===== config.mk =====
export PLATFORM = sky130hd
export DESIGN_NAME = fms_ram
export DESIGN_NICKNAME = d
export VERILOG_FILES = /design/src/design/fms_ram.sv
export SDC_FILE = /design/constraint.sdc
export NUM_CORES = 2
export LEC_CHECK = 0
export ABC_AREA = 1
export ABC_CLOCK_PERIOD_IN_PS = 8800
export CAP_MARGIN = 15
export CORE_UTILIZATION = 45
export DETAILED_ROUTE_END_ITERATION = 6
export DONT_BUFFER_PORTS = 1
export PLACE_DENSITY = 0.68
export SKIP_CTS_REPAIR_TIMING = 1
export SYNTH_ARGS = -nofsm -noshare
export SYNTH_HDL_FRONTEND = slang
export SYNTH_SLANG_ARGS = --single-unit
export TNS_END_PERCENT = 50

===== constraint.sdc =====
create_clock -name clk -period 8.8 [get_ports clk]
set_input_delay 1.76 -clock clk [delete_from_list [all_inputs] [get_ports clk]]
set_output_delay 1.76 -clock clk [all_outputs]
set_load 0.005 [all_outputs]

===== src/design/fms_ram.sv =====
// fms_ram: generic single write, single read ram with registered read data.
// No dependencies.

module fms_ram #(
    parameter int WIDTH = 46,
    parameter int DEPTH = 64
) (
    input  logic                     clk,
    input  logic                     we,
    input  logic [$clog2(DEPTH)-1:0] waddr,
    input  logic [WIDTH-1:0]         wdata,
    input  logic [$clog2(DEPTH)-1:0] raddr,
    output logic [WIDTH-1:0]         rdata
);

    logic [WIDTH-1:0] mem [DEPTH];

    always_ff @(posedge clk)
    begin
        if (we)
            mem[waddr] <= wdata;
        rdata <= mem[raddr];
    end

endmodule


Yosys cells after proc, flatten, opt, wreduce, memory -nomap -nowiden
Memories as Yosys holds them, arrays and structs flattened. A register that Yosys moved wholly into a read port is not among the register bits.
Index checks and enable logic that the tools add are counted.
{"block": "op_classes", "muxes": 2}
{"op": "1-bit two-way mux", "count": 2}
{"block": "word_totals", "out_inout_bits": 46, "n_memories": 1, "wordCells": 3, "register_bits": 0, "in_bits": 60, "ram_bits": 2944}
{"name": "mem", "words": 64, "word_bits": 46, "rd": 1, "rd_ports_with_merged_regs": 1, "wr": 1, "line": "16", "rtl": "logic [WIDTH-1:0] mem [DEPTH];"}

Logic depth before layout (Yosys ltp)
{"block": "depth", "word_depth": 2, "ltp_mapped": 13, "depth_no_buf": 9}

Worst setup path after synthesis
OpenSTA, ideal clock, no wires.
{"block": "synth_path", "path_type": "input port to flip-flop", "start": "input we", "end": "memory mem[48][0] (enable)", "slack_ns": 1.531, "cell_stages": 3, "setup_time_ns": 0.565, "required_time_ns": 8.235, "arrival_ns": 6.704, "n_path_buf": 1, "cell_sequence": "clkbuf_1 > nand4_1 > nor4_1"}
{"block": "synth_via", "elab_chain_cells": 2}
{"element": "from (decl)", "line": "9", "rtl": "input logic we,"}
{"element": "1-bit two-way mux", "line": "20", "rtl": "if (we)"}
{"element": "1-bit two-way mux (implied by the code)", "line": "21", "rtl": "mem[waddr] <= wdata;"}
{"element": "to (decl)", "line": "16"}
Every way passes these cells.

==> results.tsv <==
metric	value	unit
critPathMaxStageDelay	1.17	ns
cts.root.buffer_cell	clkbuf_16	
vdd_drop_max	0.238	mV
leakagePower	45.4	nW
post_drt_wl_per_cell	27.2	um
final_cell_mix	3,246 x nand2_1, 2,944 x edfxtp_1, 2,731 x nand3_1	
power.switching	6.27	mW
grt_usage	26.7	%
path_buf_inv	3	
cts_buffer_depth	4	
antenna_left	0	
grt_pass1_vias	74803	
comb_power_share	4.2	%
crit_path_start_kind	primary input	
pin_count	106	
setup_violations	0	
drtIter0Drc	12177	
tightest_slew	3.71	ns
relSlewSlack	-147	%
grt_max_degree	1474	
swShare	21.2	%
cts.sinks	2990	
arrival	6.05	ns
min_path_type	register to register	
slew_viol_final	966	
fin_crit	5.23	ns
syn_area_per_cell	12.3	sq um
yosysSeqAreaShare	74.9	%
final_common_cell	nand2_1	
hpwl	167000	um
seq_power_share	53.5	%
violations	max-slew violations	
place.port_buffers	0	
cts_made_buffers	312	
syn_inst	9697	
cts_tree	done	
grt_antenna_before_repair	3	
start_util	45.3	%
finalNonFillerCells	13237	
fin_crit_sh	59.4	%
p_per_area	226	mW/mm^2
synth_fp_nets	9757	
pwr-share-clk	42.4	%
rsz0062_at_grt	false	
yosys.area.top_type	edfxtp_1	
status	finished, violations left	
synthTopCellsByArea	edfxtp_1 74%, nand3_1 11%, nand2_1 10%	
cts.htree.levels	5	
path_clk_slew	0.06	ns
die_x	517	um
required	9.63	ns
crit_fanout	428	
syn_area	0.119	sq mm
synth_seq_cells	2990	
layout-drive-gt1-share	6.18	%
grt_pass1_wl	516000	um
yosysTopAreaCellShare	74.1	%
worstSetupPathType	primary input to register	
nNetsFinal	9546	
fin_skew	0.0494	ns
dp.cells	12682	
drcViolationCount	0	
hold_viol_final	0	
ys_types	17	
cp_top_family	buffers and inverters	
critical_path.slowest_cell	buf_16	
fmax	191	MHz
dr_total_vias	78456	
totalNegativeSetupSlack	0	ns
p_int	23.4	mW
ys_warn_count	0	
wirelength	360000	um
endpoint_kind	register	
die_h	517	um
clkLatencyLatePin	0.96	ns
drt-vias-per-instance	5.93	
gp_congestion	0.811	
drv_cap	0	
grt_overflow	0	
core	0.263	sq mm
p_total	29.6	mW
rows	188	
die_area	0.267	sq mm
dr.pass1.iters	6	
path_cells	buf_16 -> inv_16 -> buf_12 -> nand2_1 -> nand3_1 -> nand3_1 -> nand2_1 -> nand2_1 -> nand3_1 -> nand3_1 -> nand2_1	
area_growth	10.0	%
==> logic make-up (layout without fill, tap and decap cells) <==
family / Yosys count / in the layout / share of synthesized area (%)
buffers and inverters: 657 / 679 / 3.13
other: 0 / 3 / 0
and+or+nand+nor: 6050 / 6050 / 21.9
DFF: 2990 / 2990 / 74.9
==> layout make-up <==
| type | instances | area [sq um] |
|---|---|---|
| Clock buffer | 399 | 8320 |
| Fill cell | 22200 | 132000 |
| Multi-Input combinational cell | 6050 | 26600 |
| Inverter | 12 | 98.8 |
| Antenna cell | 3 | 7.51 |
| Sequential cell | 2990 | 89300 |
| Tap cell | 3515 | 4400 |
| Clock inverter | 148 | 1220 |
| Timing Repair Buffer | 120 | 1160 |
==> registers in the layout, summed over array words and instances, names as in the netlist <==
name   cells
rdata     46
mem     2944
==> metrics by stage <==
step / setup WS [ns] / util, % / area (sq um) / hold WS, ns
3_3_place_gp: 3.84 / 46.2 / 121000 / 0.776
4_1_cts: 4.55 / 49.8 / 131000 / 0.787
5_1_grt: 3.62 / 49.9 / 131000 / 0.862
3_5_place_dp: 3.62 / 46.2 / 121000 / 0.777
6_report: 3.57 / 49.9 / 131000 / 0.771
2_1_floorplan: 1.53 / - / 119000 / 0.721
==> path summary, 6_finish.rpt <==
path | start | endpoint | slack (ns) | cells past startpoint
max | raddr[0] | rdata[25] | 3.57 | 11
min | mem[10][6] | rdata[6] | 0.77 | 8
max reg2reg | mem[7][45] | rdata[45] | 7.18 | 8
min reg2reg | mem[10][6] | rdata[6] | 0.77 | 8
==> metal layers <==
| metal | GRT usage [%] | up-vias | share of wire (%) |
|---|---|---|---|
| met1 | 34.8 | 38426 | 37 |
| met2 | 42.9 | 5031 | 47 |
| met5 | 0 | - | 0.0033 |
| met4 | 13.1 | 2 | 5.4 |
| li1 | - | 34128 | - |
| met3 | 5.06 | 869 | 11 |
==> power groups by stage <==
stage	Combinational (mW)	Clock, mW	Sequential, mW
floorplan	0.990	0	16.1
global placement	1.07	0	16.1
detailed placement	1.09	0	16.2
CTS	1.10	12.6	15.8
global route	1.34	13.2	15.8
finish	1.23	12.6	15.8
==> worst min-delay path: stages (launching register included) <==
cell and delay [ns]:
edfxtp_1 0.32, nand2_1 0.05, nand3_1 0.06, nand3_1 0.06, nand3_1 0.07, nand3_1 0.06, nand2_1 0.06, nand2_1 0.04
nand2_1 0.05
==> synthesized netlist by cell type, drive strengths merged <==
cell       n
nand4      9
nor4       8
clkbuf    99
nand2   3246
buf      546
nand3   2731
nor2      56
dfxtp     46
inv       12
edfxtp  2944
No activity file was read; power rests on OpenSTA's default activity.
