**src/design/fms_isqrt.sv**
```systemverilog
// fms_isqrt: bit-serial integer square root, one result bit per cycle.
// No dependencies.

module fms_isqrt #(
    parameter int IN_W = 46
) (
    input  logic              clk,
    input  logic              rst_n,
    input  logic              start,
    input  logic [IN_W-1:0]   value,
    output logic              done,
    output logic [IN_W/2-1:0] root
);

    logic [IN_W-1:0] rem_reg;
    logic [IN_W-1:0] rem_next;
    logic [IN_W-1:0] res_reg;
    logic [IN_W-1:0] res_next;
    logic [IN_W-1:0] bit_reg;
    logic [IN_W-1:0] bit_next;
    logic            run_reg;
    logic            run_next;
    logic            done_reg;
    logic            done_next;
    logic [IN_W:0]   trial;

    always_comb
    begin
        rem_next  = rem_reg;
        res_next  = res_reg;
        bit_next  = bit_reg;
        run_next  = run_reg;
        done_next = 1'b0;
        trial     = {1'b0, res_reg} + {1'b0, bit_reg};
        if (start)
        begin
            rem_next = value;
            res_next = '0;
            bit_next = IN_W'(1) << (IN_W - 2);
            run_next = 1'b1;
        end
        else if (run_reg)
        begin
            if ({1'b0, rem_reg} >= trial)
            begin
                rem_next = rem_reg - trial[IN_W-1:0];
                res_next = (res_reg >> 1) + bit_reg;
            end
            else
                res_next = res_reg >> 1;
            bit_next = bit_reg >> 2;
            if (bit_reg[0])
            begin
                run_next  = 1'b0;
                done_next = 1'b1;
            end
        end
    end

    always_ff @(posedge clk or negedge rst_n)
    begin
        if (!rst_n)
        begin
            run_reg  <= 1'b0;
            done_reg <= 1'b0;
        end
        else
        begin
            run_reg  <= run_next;
            done_reg <= done_next;
        end
    end

    always_ff @(posedge clk)
    begin
        rem_reg <= rem_next;
        res_reg <= res_next;
        bit_reg <= bit_next;
    end

    assign done = done_reg;
    assign root = res_reg[IN_W/2-1:0];

endmodule

```
**config.mk**
```make
export PLATFORM = sky130hd
export DESIGN_NAME = fms_isqrt
export DESIGN_NICKNAME = d
export VERILOG_FILES = /design/src/design/fms_isqrt.sv
export SDC_FILE = /design/constraint.sdc
export NUM_CORES = 1
export LEC_CHECK = 0
export ABC_AREA = 0
export BUFFER_PORTS_ARGS = -buffer_cell sky130_fd_sc_hd__buf_2
export CAP_MARGIN = 10
export CORE_MARGIN = 8
export CORE_UTILIZATION = 33
export CTS_CLUSTER_SIZE = 12
export DETAILED_ROUTE_END_ITERATION = 8
export HOLD_SLACK_MARGIN = 0.1
export SETUP_SLACK_MARGIN = 0.3
export SLEW_MARGIN = 20
export SYNTH_ARGS = -nofsm -noshare
export SYNTH_HDL_FRONTEND = slang
export SYNTH_SLANG_ARGS = --single-unit
```
**constraint.sdc**
```tcl
create_clock -name clk -period 21 [get_ports clk]
set_input_delay 0 -clock clk [delete_from_list [all_inputs] [get_ports clk]]
set_output_delay 0 -clock clk [all_outputs]
set_load 0.02 [all_outputs]
```
# Yosys cells after proc, flatten, opt, wreduce, memory -nomap -nowiden
# Index checks and enable logic that the tools add are counted.
# W data, S select, Z words.
# totals
register_bits,117
output_inout_bits,24
# op_classes
addsub,3
magnitude_cmp,1
muxes,10
n_reduce_logical,3
# op_table
op,n
$mux W46,4
$add A46 B45 Y47,1
$ge A46 B47 Y1,1
$add A45 B45 Y46,1
$sub A46 B46 Y46,1
$mux W1,6
$reduce_bool A2 Y1,2
$reduce_and A2 Y1,1

# Longest topological paths before layout
# depth
ltp_word,5
ltp_mapped,24
mapped_depth_nobuf,21

# Worst setup path after synthesis
# OpenSTA, ideal clock, no wires.
# synth_path
kind,register to register
start,register res_reg[2]
end,register rem_reg[0] (enable)
setup_time_ns,0.513
arrival_ns,7.937
required_time_ns,20.487
path_slack_ns,12.550
path_stages_with_launch,21
n_path_buf,2
synth_period_minus_slack_ns,8.450
path_cell_list,dfxtp_1 -> ha_1 -> a31oi_1 -> a211o_1 -> o21ai_0 -> a41o_1 -> a2111oi_0 -> nor3_1 -> or2_2 -> xnor2_1 -> ha_1 -> nand3_1 -> or3_1 -> or2_1 -> o311ai_1 -> a221oi_1 -> o21ai_2 -> nand2_2 -> buf_4 -> buf_6 -> o21ai_0
# synth_via
elab_chain_cells,4
# synth_rtl
item,line,text
from (decl),17,logic [IN_W-1:0] res_reg;
from (signal assigned),77,res_reg <= res_next;
$add A46 B45 Y47,34,"trial = {1'b0, res_reg} + {1'b0, bit_reg};"
$ge A46 B47 Y1,44,"if ({1'b0, rem_reg} >= trial)"
$reduce_bool A2 Y1 (no source line),-,
$reduce_and A2 Y1 (no source line),-,
to (signal assigned),76,rem_reg <= rem_next;
to (decl),15,logic [IN_W-1:0] rem_reg;
# Every way passes these cells.
# A chain may end at the register's enable or synchronous reset.

# Worst setup path in the final report
# layout_path
start,register res_reg[4]
end,register rem_reg[37] (enable)
# The elaborated chain is that of the path after synthesis.

==> impl_metrics.toml <==
[placement]
gp_congestion = 0.896
placed_cell_area_mm2 = 0.0109
port_buffers = 72
place_ws_ps = 13490
dpl.hpwl_um = 22600

[sta]
fin_skew_ps = 16.2
period_minus_slack_ps = 7590
fin_hold_ws_ps = 109
worst_slack_ps = 13410
rsz0062_at_grt = "no"
finalCritPeriodShare = 0.361
drv_slew = 0
setup_viol = 0
fmax_mhz = 132
max_slew_margin = 0.313
tightest_slew_ps = 1020
finalHoldViolCount = 0
final.setup.tns_ps = 0

[logic_synthesis]
yosys-top-cells-area = "dfxtp_1 (13%), edfxtp_1 (13%), ha_1 (11%)"
mappedNetlistArea_mm2 = 0.0105
synthFlopType = "dfxtp_1"
synthDominantCellAreaShare = 0.132
ys_warn_count = 0
synth_cell_types = 71
yosys.area.top_type = "dfxtp_1"
ys_ff_latch = 117
postSynthAreaPerCell_um2 = 8.00
async_reset_ff_frac = 0.0171
synth_cells = 1307
synth_edf_count = 46
synth_nets = 1451
seq_area_frac_synth = 0.269

[cts]
clk_pin_slew_ps = 60
clockBufferDepth = 2
cts_setup_buffers = 0
cts_buffers = 17
cts_root_buf = "clkbuf_16"
cts_tree = "done"
insertion_delay_ps = 430
cts_sinks = 117
htreeDepth = 4

[layout]
nFillCells = 3215
nets = 1521
fin_area_mm2 = 0.0121
area_delta_synth_final_pct = 15.2
drive_gt1_frac = 0.0978
diodes = 0

[detailed_routing]
wl_um = 31000
ant_nets = 0
initialDrtViolationCount = 820
drc_errors = 0
vias_per_cell = 5.54
num_vias = 9926
wl_per_cell_um = 17.3
firstDrtPassIters = 6

[worst_setup_path]
critPathMaxFanout = 36
cp.required_ps = 21060
arrival_ps = 7650
endpoint_kind = "flop"
crit_type = "reg -> reg"
critPathLaunchType = "flop"

[die]
die-width_um = 194
io_pins = 73
rows = 65
initial_core_util = 0.333
placeableCoreArea_mm2 = 0.0314
fp.dieArea_mm2 = 0.0376
die_h_um = 194

[grt]
antenna_found_initial = 0
grtUsageTotal = 0.160
grt_max_degree = 75
grt_pass1_vias = 9395
grt_overflow = 0
grt_first_pass_wirelength_um = 49500

[run_status]
status = "complete, no violations"

[min_path]
hold_path_class = "in -> reg"

[pwr]
p_per_area_mw_per_mm2 = 131
ir_worst_vdd_v = 0.0000619
leakage_nw = 4.85

[flow_run]
cap_violations = 0
[final timing paths]
path                       startpoint          end  slack [ps]  cells after the start
min reg2reg                res_reg[0]   res_reg[0]         500                      2
min                             start  rem_reg[10]         110                      2
min in group asynchronous       rst_n      run_reg         420                      3
max                        res_reg[4]  rem_reg[37]       13410                     20
max in group asynchronous       rst_n      run_reg       20440                      3
max reg2reg                res_reg[4]  rem_reg[37]       13410                     20
[cells in the final DEF, fill, tap and decap left out, drive strengths merged, types with 8 or more instances in the layout]
cell,count
nand2b,8
dfxtp,69
nor2,123
clkbuf,23
nand3,32
xnor2,47
o211ai,16
nand2,152
ha,94
dlygate4sd3,57
a21o,25
nand4,21
inv,31
a21oi,88
o31ai,13
o21ai,115
nor2b,18
o21bai,22
a31oi,34
a211oi,30
or3,10
nor3,26
edfxtp,46
a311oi,18
xor2,49
mux2i,28
buf,79
[kinds of logic (layout without fill, tap and decap cells)]
| family | count (synthesis) | in the layout | synth area share |
|---|---|---|---|
| mux | 34 | 34 | 0.0333 |
| flops | 117 | 117 | 0.269 |
| compound gates | 428 | 428 | 0.266 |
| fa+ha+maj | 95 | 95 | 0.114 |
| buf+inv | 114 | 197 | 0.0534 |
| xor+xnor | 96 | 96 | 0.0804 |
| simple gates | 423 | 423 | 0.183 |
[final cells by class]
type / instances / area, µm² / share of cell area
clock buffer: 23 / 490 / 0.0407
clock inverter: 9 / 48.8 / 0.00405
inverter: 29 / 109 / 0.00903
multi-input combinational: 1076 / 7100 / 0.589
sequential: 117 / 2820 / 0.234
tap: 402 / 503 / 0.0417
timing repair buffer: 136 / 986 / 0.0818
[cells in the mapped netlist, types with 5 or more instances]
cell      instances
nor4_1            5
mux2_2            6
nand3_1          32
clkbuf_1         48
nor3_1           26
a21oi_1          86
buf_2             5
nand3b_1          7
nor2b_1          18
a31oi_1          34
nand4_1          21
a21o_1           25
ha_1             94
o21bai_1         22
buf_4            25
or3_1            10
a221oi_1          6
mux2i_1          28
o31a_1            5
edfxtp_1         46
and3_1            6
a211oi_1         30
nand2b_1          8
a31o_2            7
xor2_1           49
nand2_1         150
o21a_1            7
inv_1            28
nor2_1          123
o31ai_1          13
o21ai_0         114
o211ai_1         16
dfxtp_1          69
a311oi_1         16
xnor2_1          47
o22ai_1           5
[layer usage]
layer | share of wire | track usage | up-vias
li1 | - | - | 4979
met1 | 0.49 | 0.219 | 4623
met2 | 0.44 | 0.250 | 281
met3 | 0.050 | 0.0307 | 43
met4 | 0.020 | 0.0481 | 0
met5 | 0 | 0 | -
[critical path, stage by stage, from the launching register on]
cell       delay [ps]
dfxtp_1           500
ha_1              340
a211oi_1          350
a211o_1           170
o21ai_0           180
a41o_1            360
a2111oi_0         860
nor3_1            180
or2_2             350
xnor2_1           160
ha_1              430
nand3_1           150
or3_1             390
or2_1             270
o311ai_1          270
a221oi_1          140
o21ai_2            70
buf_4             340
nand2_2           540
o21ai_4           560
buf_4             510
[per-stage QoR]
step,std cells,power [W],utilization
final,1792,0.00158,0.384
after CTS,1792,0.00157,0.384
after global placement,1703,0.00126,0.349
after global routing,1792,0.00170,0.384
after detailed placement,1703,0.00126,0.349
after floorplan,1307,0.00107,-
[what timing repair did]
action | CTS | global route
hold buffers | 57 | 0
gates resized for setup | 0 | 0
hold endpoints to repair | 48 | 0
[where the power goes]
part           switching, W  leakage, nW  internal (W)
Sequential        0.0000470         1.06      0.000325
Combinational      0.000564         3.51      0.000364
Clock              0.000114        0.276      0.000164
(Power assumes the default switching activity.)
